[src/rtl/assert_macros.svh]
// Assertion macros for the RTL that checks itself.
`ifndef ASSERT_MACROS_SVH
`define ASSERT_MACROS_SVH

// Condition must hold on every clock edge outside reset.
`define ASSERT_ALWAYS(lbl, clk, rst, cond) \
   lbl: assert property (@(posedge clk) disable iff (rst) (cond)) \
      else $error("invariant violated");

// Antecedent implies consequent in the same cycle.
`define ASSERT_IMPL(lbl, clk, rst, ante, cons) \
   lbl: assert property (@(posedge clk) disable iff (rst) (ante) |-> (cons)) \
      else $error("implication violated");

`endif

[src/rtl/gdn_pkg.sv]
// Shared types and constants of the grid node neighbor index block.
package gdn_pkg;

   localparam int IDX_W      = 32;
   localparam int SIZE_W     = 11;
   localparam int SXY_W      = 21;
   localparam int CSR_IDX_W  = 2;
   localparam int DIV_BITS   = 4;
   localparam int DIV_STAGES = IDX_W / DIV_BITS;

   localparam logic [IDX_W-1:0] OFF_GRID_IDX = '1;

   localparam logic [CSR_IDX_W-1:0] REG_SIZE_X = 2'd0;
   localparam logic [CSR_IDX_W-1:0] REG_SIZE_Y = 2'd1;
   localparam logic [CSR_IDX_W-1:0] REG_SIZE_Z = 2'd2;

   localparam int NB_LEFT  = 0;
   localparam int NB_RIGHT = 1;
   localparam int NB_DOWN  = 2;
   localparam int NB_UP    = 3;
   localparam int NB_BACK  = 4;
   localparam int NB_FRONT = 5;
   localparam int NB_COUNT = 6;

   typedef struct packed {
      logic [SIZE_W-1:0] size_x;
      logic [SIZE_W-1:0] size_y;
      logic [SIZE_W-1:0] size_z;
      logic [SXY_W-1:0]  size_xy;
   } cfg_type;

endpackage

[src/rtl/gdn_div_pipe.sv]
// Pipelined restoring divider: 32-bit dividend by an 11-bit divisor, side data carried along.
module gdn_div_pipe #(
   parameter int SIDE_W = 1,
   parameter int REM_W  = 10
) (
   input  logic                        clock,
   input  logic                        reset,
   input  logic                        in_valid,
   input  logic [gdn_pkg::IDX_W-1:0]   in_dividend,
   input  logic [gdn_pkg::SIZE_W-1:0]  divisor,
   input  logic [SIDE_W-1:0]           in_side,
   output logic                        out_valid,
   output logic [gdn_pkg::IDX_W-1:0]   out_quotient,
   output logic [REM_W-1:0]            out_remainder,
   output logic [SIDE_W-1:0]           out_side
);
   import gdn_pkg::*;

   typedef struct packed {
      logic [SIZE_W-1:0] rem;
      logic [IDX_W-1:0]  work;
   } div_state_type;

   // Shift dividend bits into the remainder, quotient bits into the freed low end.
   function automatic div_state_type div_steps(div_state_type s, logic [SIZE_W-1:0] d);
      div_state_type r;
      logic [SIZE_W:0] trial;
      r = s;
      for (int k = 0; k < DIV_BITS; k++) begin
         trial  = {r.rem, r.work[IDX_W-1]};
         r.work = {r.work[IDX_W-2:0], 1'b0};
         if (trial >= {1'b0, d}) begin
            trial     = trial - {1'b0, d};
            r.work[0] = 1'b1;
         end
         r.rem = trial[SIZE_W-1:0];
      end
      return r;
   endfunction

   logic          valid_ff [DIV_STAGES];
   div_state_type st_ff    [DIV_STAGES];
   logic [SIDE_W-1:0] side_ff [DIV_STAGES];

   for (genvar s = 0; s < DIV_STAGES; s++) begin : g_stage
      div_state_type     src;
      div_state_type     st_in;
      logic              src_valid;
      logic [SIDE_W-1:0] src_side;

      if (s == 0) begin : g_first
         assign src       = '{rem: '0, work: in_dividend};
         assign src_valid = in_valid;
         assign src_side  = in_side;
      end else begin : g_next
         assign src       = st_ff[s-1];
         assign src_valid = valid_ff[s-1];
         assign src_side  = side_ff[s-1];
      end

      assign st_in = div_steps(src, divisor);

      always_ff @(posedge clock) begin
         if (reset) begin
            valid_ff[s] <= 1'b0;
         end else begin
            valid_ff[s] <= src_valid;
         end
         st_ff[s]   <= st_in;
         side_ff[s] <= src_side;
      end
   end

   assign out_valid     = valid_ff[DIV_STAGES-1];
   assign out_quotient  = st_ff[DIV_STAGES-1].work;
   assign out_remainder = st_ff[DIV_STAGES-1].rem[REM_W-1:0];
   assign out_side      = side_ff[DIV_STAGES-1];

endmodule

[config.mk]
export PLATFORM = sky130hd
export DESIGN_NAME = gdn_div_pipe
export DESIGN_NICKNAME = d
export VERILOG_FILES = /design/src/rtl/assert_macros.svh /design/src/rtl/gdn_pkg.sv /design/src/rtl/gdn_div_pipe.sv
export SDC_FILE = /design/constraint.sdc
export NUM_CORES = 1
export LEC_CHECK = 0
export BUFFER_PORTS_ARGS = -buffer_cell sky130_fd_sc_hd__buf_2
export CAP_MARGIN = 20
export CELL_PAD_IN_SITES_DETAIL_PLACEMENT = 1
export CELL_PAD_IN_SITES_GLOBAL_PLACEMENT = 1
export CORE_UTILIZATION = 50
export CTS_BUF_LIST = sky130_fd_sc_hd__clkbuf_4 sky130_fd_sc_hd__clkbuf_8
export CTS_CLUSTER_DIAMETER = 40
export CTS_CLUSTER_SIZE = 12
export DETAILED_ROUTE_END_ITERATION = 16
export GPL_ROUTABILITY_DRIVEN = 0
export PLACE_DENSITY = 0.92
export SLEW_MARGIN = 25
export SYNTH_ARGS = -nofsm -noshare
export SYNTH_HDL_FRONTEND = slang
export SYNTH_SLANG_ARGS = --single-unit
[constraint.sdc]
create_clock -name clock -period 15.55 [get_ports clock]
set_clock_uncertainty 0.05 [all_clocks]
set_input_delay 3.11 -clock clock [delete_from_list [all_inputs] [get_ports clock]]
set_output_delay 3.11 -clock clock [all_outputs]
set_load 0.05 [all_outputs]
After elaboration in Yosys (flattened, before gate mapping)
Memory sizes are Yosys's and may differ from the RTL's.
Cells that the tools add are included.
{"block": "word_totals", "n_memories": 3, "mem_bits_rw": 360, "reg_bits": 0, "elab_cells": 150}
{"block": "classes", "add_sub_neg": 32, "bitwise": 8, "n_lt_le_gt_ge": 32, "n_mux": 75}
{"memory": "st_ff", "words": 8, "width": 43, "read_ports": 8, "rd_ports_with_merged_regs": 0, "write_ports": 8, "line": "gdn_div_pipe.sv:42", "rtl": "div_state_type st_ff [DIV_STAGES];"}
{"memory": "side_ff", "words": 8, "width": 1, "read_ports": 8, "rd_ports_with_merged_regs": 0, "write_ports": 8, "line": "gdn_div_pipe.sv:43", "rtl": "logic [SIDE_W-1:0] side_ff [DIV_STAGES];"}
{"memory": "valid_ff", "words": 8, "width": 1, "read_ports": 8, "rd_ports_with_merged_regs": 0, "write_ports": 8, "line": "gdn_div_pipe.sv:41", "rtl": "logic valid_ff [DIV_STAGES];"}
{"op": "greater-or-equal comparator 12 x 11 -> 1 bit", "n": 31}
{"op": "two-way mux 11 bit", "n": 32}
{"op": "subtractor 11 bit", "n": 31}
{"op": "two-way mux 1 bit", "n": 43}
{"op": "greater-or-equal comparator 1 x 11 -> 1 bit", "n": 1}
{"op": "subtractor 1 x 11 -> 11 bit", "n": 1}
{"op": "OR 1 bit", "n": 8}

Longest topological paths before layout
An unclocked memory read counts as a cell.
{"block": "depth", "ltp_word": 9, "depth_mapped": 48, "ltp_nobuf": 44}

Worst setup path after synthesis
OpenSTA, ideal clock, no wires.
{"block": "synth_path", "kind": "input to register", "startpoint": "input divisor[5] (netlist name)", "endpoint": "memory st_ff[0][78] (netlist name)", "required_ns": 15.379, "arrival_ns": 12.148, "stages": 39, "setup_slack_ns": 3.231, "setup_time_ns": 0.121, "path_cell_list": "inv_1 ha_1 a211oi_1 nor2_1 or3_1 a211o_1 clkbuf_1 mux2_2 ha_1 a211oi_1 nor3b_1 nor4_1 o21ai_0 a31oi_1 clkbuf_1 mux2i_1 ha_1 nor2b_1 (+3 left out) o31a_1 or3_1 nor2_4 clkbuf_1 inv_1 o21ai_0 fa_1 nand2b_1 a21boi_0 o21ai_0 a31oi_1 a21o_1 a21oi_1 a21boi_0 nor4_1 nor2_1 buf_2 mux2_2"}
{"item": "start, declared", "line": "gdn_div_pipe.sv:10", "rtl": "input logic [gdn_pkg::SIZE_W-1:0] divisor,"}
{"item": "end, declared", "line": "gdn_div_pipe.sv:42"}

==> flow_summary.yaml <==
outcome:
  outcome: "complete, no violations"
worst_hold_path:
  worst_hold_path_type: "reg -> reg"
  holdCritStartpoint: "st_ff[0][54]"
routing:
  avgRoutedWirePerCell_um: 21.8
  drt_iter0_markers: 1330
  detailed_route_wire_length_um: 84000
  drcViolationCount: 0
  avgViaCountPerCell: 6.29
  route.antenna.remaining_nets: 0
  drt_first_pass_iters: 5
  vias: 24200
synth:
  synth_area_um2: 26100
  synth_sequential_area_ratio: 0.276
  number_of_storage_elements_in_the_synthesis_netlist: 359
  ys_warn_count: 0
  syn_area_per_cell_um2: 8.73
  synth_nets: 3405
  syn_inst: 2984
  synth-async-reset-ratio: 0
  synthDistinctLibCells: 89
  synth_edf_count: 0
  synth-main-ff-cell: "dfxtp_1"
global_routing:
  global_route.usage.total: 0.311
  gr-total-overflow: 0
  number_of_antenna_violations_at_the_first_check_in_global_routing: 2
  grt_max_degree: 24
  first_pass_grt_wire_length_um: 134000
  vias_in_the_first_global_route: 25900
cts:
  cts.sink_count: 359
  cts.path.max_buffers: 3
  ctsRootBufferMaster: "clkbuf_8"
  post-cts-setup-buffer-count: 0
  cts_max_level: 2
  post_cts_resized: 0
  cts_tree: "built"
  cts_hold_repair.buffers: 0
  cts-buffers-inserted: 59
  worst_setup_hold_path_clk_slew_ns: 0.07
  insertion_delay_ns: 0.71
timing:
  hold_ws_ns: 0.244
  finalSetupViolCount: 0
  achievable-frequency_mhz: 71.5
  worstMarginPinSlew_ns: 0.962
  finalCriticalPeriod_ns: 13.99
  tns_ns: 0
  report.final.hold_viol_count: 0
  layout_worst_path_cycle_share: 0.900
  final_max_slew_viol_count: 0
  grt_setup_unrepaired: "no"
  slew-limit-headroom: 0.357
place:
  port_buffers: 90
  dp.cells: 3741
  dp_hpwl_um: 60900
finish:
  post_route_cells_drive_above_1_share: 0.130
  num-nets-final: 3543
  layout.cells.most_common_list: "dfxtp_1 (359), ha_1 (343), nor2_1 (236)"
  syn_to_final_growth_pct: 10.7
  layout.cells.non_filler: 3852
  layout.core_utilization: 0.561
  final_common_cell: "dfxtp_1"
setup_path:
  critical_path_arrival_ns: 14.50
  critPathLaunchType: "input port"
  crit_path_start: "divisor[0]"
  ff2ff_setup_slack_ns: 4.16
  reg2reg_from: "st_ff[0][117]"
  crit_path_frequent_cell: "o21ai_0"
  critical_path_class: "in -> reg"
  cp_capture_type: "flop"
  cp_slowest_stage_delay_ns: 0.68
  critPathSlowestCell: "a221oi_4"
  worstPathRequired_ns: 16.06
  worst-path-max-fanout: 19
run:
  maxCapViolCount: 0
floorplan:
  core_um2: 51400
  die-width_um: 230
  starting_density_of_the_core: 0.507
  fp.dieArea_um2: 53000
  die_y_um: 230
  rows: 83
  io-pin-count: 91
kinds of logic (layout without fill, tap and decap cells):
logic type / after synthesis / after routing / share of synthesized area
and+or+nand+nor: 880 / 880 / 0.170
DFF: 359 / 359 / 0.276
adders and majority gates: 374 / 374 / 0.189
muxes: 168 / 168 / 0.0705
buffers and inverters: 244 / 431 / 0.0368
other: 0 / 1 / 0
AOI/OAI and AO/OA: 769 / 769 / 0.195
xor gates and xnor gates: 190 / 190 / 0.0639
metal layers:
metal	vias to the layer above	track usage	part of all wire
li1	11100	-	-
met3	355	0.0551	0.060
met2	903	0.525	0.47
met4	2	0.173	0.054
met1	11800	0.373	0.42
met5	-	0	0.00042
final cells by class:
type                       count  area [µm²]
timing repair buffer         121         683
fill                        6136       22600
clock inverter                42         523
sequential                   359        7190
tap                          680         851
multi-input combinational   2381       17900
clock buffer                  68         923
antenna                        1        2.50
inverter                     200         753
per-stage QoR:
| stage | worst slack (ns) | cell area (µm²) |
|---|---|---|
| floorplan | 3.23 | 26100 |
| global placement | 1.96 | 27400 |
| detailed placement | 1.40 | 27400 |
| CTS | 2.04 | 28800 |
| global route | 1.09 | 28800 |
| finish | 1.56 | 28800 |
state kept, by name, indices dropped and copies added (netlist names):
register / cells
st_ff: 343
side_ff: 8
valid_ff: 8
Yosys cell counts, types with 9 or more instances:
master    instances  share of area
o211ai_1         15         0.0043
a21o_1           63          0.018
a211oi_1         23         0.0066
xnor2_1         127          0.043
o21bai_1         13         0.0037
nor2_1          237          0.034
a221o_1          16         0.0061
nand3_1          55          0.011
xor2_1           63          0.021
nand2b_1         45          0.011
dfxtp_1         359           0.28
and3_1           21         0.0050
nand4_1          59          0.014
nor2b_1          73          0.018
o31ai_1          24         0.0069
nor3b_1          11         0.0032
ha_1            343           0.16
nor3_1           69          0.013
fa_1             31          0.024
or3_1            26         0.0062
a21boi_0         37          0.011
o21a_1           47          0.014
mux2i_1          47          0.018
clkbuf_1         30         0.0043
o221ai_1         13         0.0044
or2_2            19         0.0046
o21ai_0         181          0.035
a21oi_1         203          0.039
inv_1           193          0.028
a211o_1          11         0.0037
nand3b_1         11         0.0032
a31o_2           11         0.0037
o31a_1            9         0.0030
nor4_1           22         0.0053
and2_1           26         0.0062
mux2_2          120          0.052
a31oi_1          22         0.0053
nand2_1         182          0.026
worst max-delay path: cells and delay by family:
kind / cells / cell delay (ns)
buffers and inverters: 5 / 1.05
and+or+nand+nor: 11 / 2.23
adders and majority gates: 5 / 1.71
muxes: 1 / 0.41
AOI/OAI and AO/OA: 19 / 5.92
final timing paths:
check,to,depth (start not counted)
worst min register to register,st_ff[0][101],0
worst min-delay path,st_ff[0][101],0
worst max register to register,st_ff[0][170],38
worst max-delay path,st_ff[0][127],41
Power is not shown: default switching activity piles up to over one toggle a cycle in this logic, so the estimate is an artifact.
