## config.mk

```make
export PLATFORM = sky130hd
export DESIGN_NAME = gdn_link
export DESIGN_NICKNAME = d
export VERILOG_FILES = /design/src/rtl/assert_macros.svh /design/src/rtl/gdn_pkg.sv /design/src/rtl/gdn_link.sv
export SDC_FILE = /design/constraint.sdc
export NUM_CORES = 1
export LEC_CHECK = 0
export BUFFER_PORTS_ARGS = -buffer_cell sky130_fd_sc_hd__buf_2
export CAP_MARGIN = 20
export CORE_MARGIN = 1.5
export CORE_UTILIZATION = 58
export CTS_BUF_LIST = sky130_fd_sc_hd__clkbuf_16
export DETAILED_ROUTE_END_ITERATION = 6
export PLACE_DENSITY = 0.85
export SYNTH_ARGS = -nofsm -noshare
export SYNTH_HDL_FRONTEND = slang
export SYNTH_SLANG_ARGS = --single-unit
```

## constraint.sdc

```tcl
create_clock -name clock -period 8.8 [get_ports clock]
set_clock_uncertainty 0.2 [all_clocks]
set_input_delay 0.88 -clock clock [delete_from_list [all_inputs] [get_ports clock]]
set_output_delay 0.88 -clock clock [all_outputs]
set_load 0.01 [all_outputs]
```

## src/rtl/assert_macros.svh

```systemverilog
// Assertion macros for the RTL that checks itself.
`ifndef ASSERT_MACROS_SVH
`define ASSERT_MACROS_SVH

// Condition must hold on every clock edge outside reset.
`define ASSERT_ALWAYS(lbl, clk, rst, cond) \
   lbl: assert property (@(posedge clk) disable iff (rst) (cond)) \
      else $error("invariant violated");

// Antecedent implies consequent in the same cycle.
`define ASSERT_IMPL(lbl, clk, rst, ante, cons) \
   lbl: assert property (@(posedge clk) disable iff (rst) (ante) |-> (cons)) \
      else $error("implication violated");

`endif

```

## src/rtl/gdn_pkg.sv

```systemverilog
// Shared types and constants of the grid node neighbor index block.
package gdn_pkg;

   localparam int IDX_W      = 32;
   localparam int SIZE_W     = 11;
   localparam int SXY_W      = 21;
   localparam int CSR_IDX_W  = 2;
   localparam int DIV_BITS   = 4;
   localparam int DIV_STAGES = IDX_W / DIV_BITS;

   localparam logic [IDX_W-1:0] OFF_GRID_IDX = '1;

   localparam logic [CSR_IDX_W-1:0] REG_SIZE_X = 2'd0;
   localparam logic [CSR_IDX_W-1:0] REG_SIZE_Y = 2'd1;
   localparam logic [CSR_IDX_W-1:0] REG_SIZE_Z = 2'd2;

   localparam int NB_LEFT  = 0;
   localparam int NB_RIGHT = 1;
   localparam int NB_DOWN  = 2;
   localparam int NB_UP    = 3;
   localparam int NB_BACK  = 4;
   localparam int NB_FRONT = 5;
   localparam int NB_COUNT = 6;

   typedef struct packed {
      logic [SIZE_W-1:0] size_x;
      logic [SIZE_W-1:0] size_y;
      logic [SIZE_W-1:0] size_z;
      logic [SXY_W-1:0]  size_xy;
   } cfg_type;

endpackage

```

## src/rtl/gdn_link.sv

```systemverilog
// Neighbor builder: coordinates to base index, then six neighbor indices with edge checks.
module gdn_link #(
   parameter int CW = 10
) (
   input  logic                       clock,
   input  logic                       reset,
   input  gdn_pkg::cfg_type           cfg,
   input  logic                       in_valid,
   input  logic [CW-1:0]              in_x,
   input  logic [CW-1:0]              in_y,
   input  logic [CW-1:0]              in_z,
   output logic                       out_strobe,
   output logic [gdn_pkg::IDX_W-1:0]  out_left,
   output logic [gdn_pkg::IDX_W-1:0]  out_right,
   output logic [gdn_pkg::IDX_W-1:0]  out_down,
   output logic [gdn_pkg::IDX_W-1:0]  out_up,
   output logic [gdn_pkg::IDX_W-1:0]  out_back,
   output logic [gdn_pkg::IDX_W-1:0]  out_front
);
   import gdn_pkg::*;

   localparam int YP_W = CW + SIZE_W;
   localparam int ZP_W = CW + SXY_W;

   // Stage A: products and edge flags
   logic                a_valid_ff;
   logic [CW-1:0]       a_x_ff;
   logic [YP_W-1:0]     a_ysx_ff, a_ysx_in;
   logic [ZP_W-1:0]     a_zsxy_ff, a_zsxy_in;
   logic [NB_COUNT-1:0] a_has_ff, a_has_in;

   assign a_ysx_in  = YP_W'(in_y) * YP_W'(cfg.size_x);
   assign a_zsxy_in = ZP_W'(in_z) * ZP_W'(cfg.size_xy);

   always_comb begin
      a_has_in           = '0;
      a_has_in[NB_LEFT]  = (in_x != '0);
      a_has_in[NB_RIGHT] = ((SIZE_W'(in_x) + SIZE_W'(1)) < cfg.size_x);
      a_has_in[NB_DOWN]  = (in_y != '0);
      a_has_in[NB_UP]    = ((SIZE_W'(in_y) + SIZE_W'(1)) < cfg.size_y);
      a_has_in[NB_BACK]  = (in_z != '0);
      a_has_in[NB_FRONT] = ((SIZE_W'(in_z) + SIZE_W'(1)) < cfg.size_z);
   end

   always_ff @(posedge clock) begin
      if (reset) begin
         a_valid_ff <= 1'b0;
      end else begin
         a_valid_ff <= in_valid;
      end
      a_x_ff    <= in_x;
      a_ysx_ff  <= a_ysx_in;
      a_zsxy_ff <= a_zsxy_in;
      a_has_ff  <= a_has_in;
   end

   // Stage B: base index of the node
   logic                b_valid_ff;
   logic [IDX_W-1:0]    b_base_ff, b_base_in;
   logic [NB_COUNT-1:0] b_has_ff;

   assign b_base_in = IDX_W'(a_x_ff) + IDX_W'(a_ysx_ff) + IDX_W'(a_zsxy_ff);

   always_ff @(posedge clock) begin
      if (reset) begin
         b_valid_ff <= 1'b0;
      end else begin
         b_valid_ff <= a_valid_ff;
      end
      b_base_ff <= b_base_in;
      b_has_ff  <= a_has_ff;
   end

   // Stage C: offsets, sentinel where the neighbor is off the grid
   logic             c_strobe_ff;
   logic [IDX_W-1:0] c_left_ff, c_left_in;
   logic [IDX_W-1:0] c_right_ff, c_right_in;
   logic [IDX_W-1:0] c_down_ff, c_down_in;
   logic [IDX_W-1:0] c_up_ff, c_up_in;
   logic [IDX_W-1:0] c_back_ff, c_back_in;
   logic [IDX_W-1:0] c_front_ff, c_front_in;

   assign c_left_in  = b_has_ff[NB_LEFT]  ? b_base_ff - IDX_W'(1) : OFF_GRID_IDX;
   assign c_right_in = b_has_ff[NB_RIGHT] ? b_base_ff + IDX_W'(1) : OFF_GRID_IDX;
   assign c_down_in  = b_has_ff[NB_DOWN]  ? b_base_ff - IDX_W'(cfg.size_x) : OFF_GRID_IDX;
   assign c_up_in    = b_has_ff[NB_UP]    ? b_base_ff + IDX_W'(cfg.size_x) : OFF_GRID_IDX;
   assign c_back_in  = b_has_ff[NB_BACK]  ? b_base_ff - IDX_W'(cfg.size_xy) : OFF_GRID_IDX;
   assign c_front_in = b_has_ff[NB_FRONT] ? b_base_ff + IDX_W'(cfg.size_xy) : OFF_GRID_IDX;

   always_ff @(posedge clock) begin
      if (reset) begin
         c_strobe_ff <= 1'b0;
      end else begin
         c_strobe_ff <= b_valid_ff;
      end
      c_left_ff  <= c_left_in;
      c_right_ff <= c_right_in;
      c_down_ff  <= c_down_in;
      c_up_ff    <= c_up_in;
      c_back_ff  <= c_back_in;
      c_front_ff <= c_front_in;
   end

   assign out_strobe = c_strobe_ff;
   assign out_left   = c_left_ff;
   assign out_right  = c_right_ff;
   assign out_down   = c_down_ff;
   assign out_up     = c_up_ff;
   assign out_back   = c_back_ff;
   assign out_front  = c_front_ff;

endmodule
```

; ---- Word level (Yosys, flattened, before mapping)
; Index checks and enable logic that the tools add are counted.
; W data, S select, Z words.
[classes]
add_sub_neg = 11
mul = 2
magnitude_cmp = 3
n_reduce_logical = 3
[ops]
columns = cell, n
row1 = $add A10 B1 Y11 const B, 3
row2 = $lt A11 B11 Y1, 3
row3 = $add A22 B31 Y32, 1
row4 = $add A32 B1 Y32 const B, 1
row5 = $add A32 B11 Y32, 1
row6 = $add A32 B21 Y32, 1
row7 = $sub A32 B1 Y32 const B, 1
row8 = $sub A32 B11 Y32, 1
row9 = $sub A32 B21 Y32, 1
row10 = $mul A10 B21 Y31, 1
row11 = $reduce_bool A10 Y1, 3
row12 = $add A10 B21 Y22, 1
row13 = $mul A10 B11 Y21, 1
[totals]
regBits = 301
in_bits = 87
out_inout_bits = 193
elab_cells = 34

; ---- Depth between registers and ports, before layout
[depth]
word_depth = 2
mapped_depth = 22
ltp_nobuf = 20

; ---- Worst setup path before layout
; Ideal clock, no wire load.
[synth_path]
path_kind = input to register
startpoint = input port in_z[2]
endpoint = register a_zsxy_ff[30]
setup_ns = 0.062
arrival_ns = 6.109
t_required_ns = 8.538
setup_slack_ns = 2.429
cell_stages = 22
n_path_buf = 2
cell_sequence = clkbuf_1 -> clkbuf_1 -> nand2_1 -> fa_1 -> inv_1 -> fa_1 -> inv_1 -> fa_1 -> inv_1 -> fa_1 -> inv_1 -> fa_1 -> inv_1 -> ha_1 -> o21a_1 -> o21ai_0 -> nor3b_1 -> o31a_1 -> o21ai_1 -> o211ai_1 -> a2111o_1 -> nand3_1
[synth_via]
elab_chain_len = 1
[synth_rtl]
columns = element, line_no
row1 = start: declaration, gdn_link.sv:11  ; input logic [CW-1:0] in_z,
row2 = $mul A10 B21 Y31, gdn_link.sv:33  ; assign a_zsxy_in = ZP_W'(in_z) * ZP_W'(cfg.size_xy);
row3 = named net a_zsxy_in[30], gdn_link.sv:29  ; logic [ZP_W-1:0] a_zsxy_ff, a_zsxy_in;
row4 = end signal: assignment, gdn_link.sv:53  ; a_zsxy_ff <= a_zsxy_in;
row5 = end: declaration, gdn_link.sv:29
; The timed path passes the listed nets, and every way through them passes these cells.
; A chain may end at the register's enable or synchronous reset.

; ---- Worst setup path in the final report
; Same ends and word-level chain as after synthesis.

==> impl_metrics.json <==
{
  "cts_setup_buffers": 0,
  "ys_types": 67,
  "grt_util_all_layers": 0.317,
  "worstSetupPathType": "primary input to register",
  "critPathLaunchType": "primary input",
  "cts-htree-levels": 1,
  "drive_gt1_frac": 0.120,
  "swShare": 0.486,
  "powerDensity_nw_per_um2": 401,
  "yosys.area_share.simple": 0.192,
  "synth_flop_cell": "dfxtp_1",
  "report.final.setup_viol": 0,
  "start_util": 0.588,
  "final_cell_count_no_fill": 3742,
  "die_h_um": 212,
  "muxShareOfSynthArea": 0.00705,
  "cts-buffers-inserted": 29,
  "cts_tree": "yes",
  "timing.final.crit_share": 0.695,
  "fin_nets": 3710,
  "internal_power_mw": 5.79,
  "cp.required_ns": 9.15,
  "final-seq-area_um2": 6030,
  "routed_via_density": 5.80,
  "synthCells": 2949,
  "synth_edf_count": 0,
  "critPathArrivalTime_ns": 6.46,
  "drtIter0Drc": 1579,
  "synth_seq_area_share": 0.237,
  "period_minus_slack_ns": 6.12,
  "clock.fmax_ghz": 0.163,
  "pre_cts_slack_ns": 2.13,
  "seqPwrFrac": 0.230,
  "hold_viol": 0,
  "vias": 21700,
  "postLayoutCoreUtil": 0.650,
  "slew_headroom": 0.241,
  "multiInputGateArea_um2": 17500,
  "synth_compound_area_frac": 0.109,
  "grt_pass1_wl_mm": 112,
  "coreArea_um2": 43200,
  "gp_routability_congestion": 0.959,
  "die_w_um": 212,
  "io_pins": 280,
  "cts_resized": 0,
  "port_buffers": 279,
  "areaGrowthSynthToFinish_pct": 10.5,
  "grt_max_degree": 43,
  "status": "completed",
  "power.leakage_nw": 13.9,
  "root_buffer": "clkbuf_16",
  "synth_top_family_by_area": "adder cells",
  "setup_tns_ns": 0,
  "synth-xor-area-share": 0.0676,
  "syn_nets": 3527,
  "cts_hold_buffers": 0,
  "worst_slack_ns": 2.68,
  "antenna_left": 0,
  "drv_slew": 0,
  "rsz0062_at_grt": "false",
  "ys_async_sr_fraction": 0,
  "gr-total-overflow": 0,
  "antenna_found_initial": 2,
  "num_rows": 76,
  "grt_pass1_vias": 21700,
  "end_kind": "register",
  "dpl.cell_count": 3685,
  "max-vdd-ir-drop_v": 0.000257,
  "remaining_drc_errors": 0,
  "clk_pin_slew_worst_paths_ns": 0.09,
  "cts_buffer_depth": 3,
  "synth_fa_ha_area_frac": 0.311,
  "clock_latency_ns": 0.60,
  "wl_per_cell_um": 18.9,
  "synth_area_per_cell_um2": 8.61,
  "die-area_um2": 45000,
  "dpl.hpwl_mm": 55.4,
  "yosys_warnings": 0,
  "synth_area_um2": 25400,
  "hold_class": "register to register",
  "net-switching-power_mw": 5.47,
  "tightest_slew_ns": 1.13,
  "fill_cells": 3481,
  "finalWirelength_mm": 70.9,
  "critPathMaxFanout": 26,
  "p_comb_frac": 0.655,
  "first_pass_iters": 6,
  "drv_cap": 0,
  "cts.sinks": 301,
  "synth-seq-cells": 301,
  "clkPwrFrac": 0.114
}
-- through the flow --
step	power [mW]	cell area [um2]	hold WS [ns]
6_report	11.3	28100	0.129
5_1_grt	12.2	28100	0.149
4_1_cts	11.2	28000	0.130
3_5_place_dp	9.84	27100	0.114
3_3_place_gp	9.62	27100	0.111
2_1_floorplan	7.71	25400	0.110
-- cells in the final DEF, fill, tap and decap left out, drive strengths merged, types with 29 or more instances in the layout --
cell type and instances:
a21o 34, fa 235, ha 256, xor2 67, o21a 33, inv 369
xnor2 129, nand3 90, nor2 110, and3 39, nand2 402, or3 44
nor3 39, and2 135, nor2b 29, clkbuf 30, dfxtp 301, a21oi 121
buf 293, o21ai 128
-- synth_stat cells (4+ instances only) --
library cell | instances | share of area
a211oi_1 | 20 | 0.0059
a21boi_0 | 11 | 0.0033
a21o_1 | 34 | 0.010
a21oi_1 | 121 | 0.024
a221oi_1 | 4 | 0.0014
a31oi_1 | 9 | 0.0022
and2_1 | 134 | 0.033
and3_1 | 39 | 0.0096
and4_1 | 5 | 0.0017
buf_1 | 6 | 0.00089
buf_2 | 8 | 0.0016
clkbuf_1 | 127 | 0.019
dfxtp_1 | 301 | 0.24
fa_1 | 235 | 0.19
ha_1 | 256 | 0.13
inv_1 | 360 | 0.053
mux2_2 | 15 | 0.0067
nand2_1 | 401 | 0.059
nand2b_1 | 24 | 0.0059
nand3_1 | 90 | 0.018
nand4_1 | 24 | 0.0059
nor2_1 | 110 | 0.016
nor2b_1 | 29 | 0.0071
nor3_1 | 37 | 0.0073
nor3b_1 | 5 | 0.0015
nor4_1 | 21 | 0.0052
o2111ai_1 | 4 | 0.0014
o211ai_1 | 26 | 0.0077
o21a_1 | 33 | 0.0098
o21ai_0 | 126 | 0.025
o21bai_1 | 17 | 0.0050
o311a_1 | 4 | 0.0016
o311ai_0 | 5 | 0.0017
o31ai_1 | 13 | 0.0038
or2_2 | 7 | 0.0017
or3_1 | 43 | 0.011
or4_1 | 7 | 0.0021
xnor2_1 | 129 | 0.045
xor2_1 | 67 | 0.023
-- metal layers --
| layer | up-vias | part of all wire | global-route usage |
|---|---|---|---|
| met5 | - | 0.00018 | 0 |
| met4 | 2 | 0.056 | 0.171 |
| met3 | 272 | 0.084 | 0.0524 |
| met2 | 1054 | 0.48 | 0.540 |
| met1 | 10400 | 0.38 | 0.383 |
| li1 | 9971 | - | - |
-- power groups by stage --
stage / Sequential [mW] / Clock (mW) / Combinational [mW]
6_report: 2.59 / 1.29 / 7.38
5_1_grt: 2.64 / 1.35 / 8.19
4_1_cts: 2.58 / 1.30 / 7.31
3_5_place_dp: 2.60 / 0 / 7.24
3_3_place_gp: 2.59 / 0 / 7.04
2_1_floorplan: 2.56 / 0 / 5.15
-- kinds of logic after synthesis --
family	after synthesis
compound gates	447
xor+xnor	196
fa+ha+maj	491
buf+inv	504
flops	301
mux	16
simple gates	994
-- state kept, by name, indices dropped and copies added (netlist names), 10 cells and up --
signal     cells
out_back      32
a_ysx_ff      21
out_left      32
a_zsxy_ff     31
a_x_ff        10
out_right     32
out_front     32
out_down      32
out_up        32
b_base_ff     32
-- final timing paths --
| check | from | to | slack (ns) | cells past startpoint |
|---|---|---|---|---|
| hold reg to reg | a_has_ff[1]$_DFF_P_ | b_has_ff[1]$_DFF_P_ | 0.13 | 0 |
| hold / removal | a_has_ff[1]$_DFF_P_ | b_has_ff[1]$_DFF_P_ | 0.13 | 0 |
| setup reg to reg | a_zsxy_ff[1]$_DFF_P_ | b_base_ff[27]$_DFF_P_ | 4.45 | 12 |
| setup / recovery | in_z[2] | a_zsxy_ff[30]$_DFF_P_ | 2.68 | 21 |
-- worst max-delay path, cell delays in order --
cell      delay [ns]
buf_2           0.41
nand2_1         0.14
fa_1            0.53
inv_1           0.05
fa_1            0.50
inv_1           0.06
fa_1            0.53
inv_1           0.05
fa_1            0.47
inv_1           0.05
fa_1            0.47
inv_1           0.04
ha_1            0.34
o21a_1          0.22
o21ai_0         0.16
nor3b_1         0.09
o31a_1          0.29
o21ai_1         0.39
o211ai_1        0.23
a2111o_1        0.45
nand3_1         0.10
-- cell type report --
| class | count | area share |
|---|---|---|
| timing repair buffer | 294 | 0.0537 |
| clock buffer | 29 | 0.0259 |
| clock inverter | 25 | 0.00883 |
| sequential | 301 | 0.215 |
| antenna | 2 | 0.000178 |
| tap | 585 | 0.0261 |
| inverter | 362 | 0.0484 |
| multi-input combinational | 2144 | 0.622 |
Note: power is estimated with default switching activity, not from simulation.
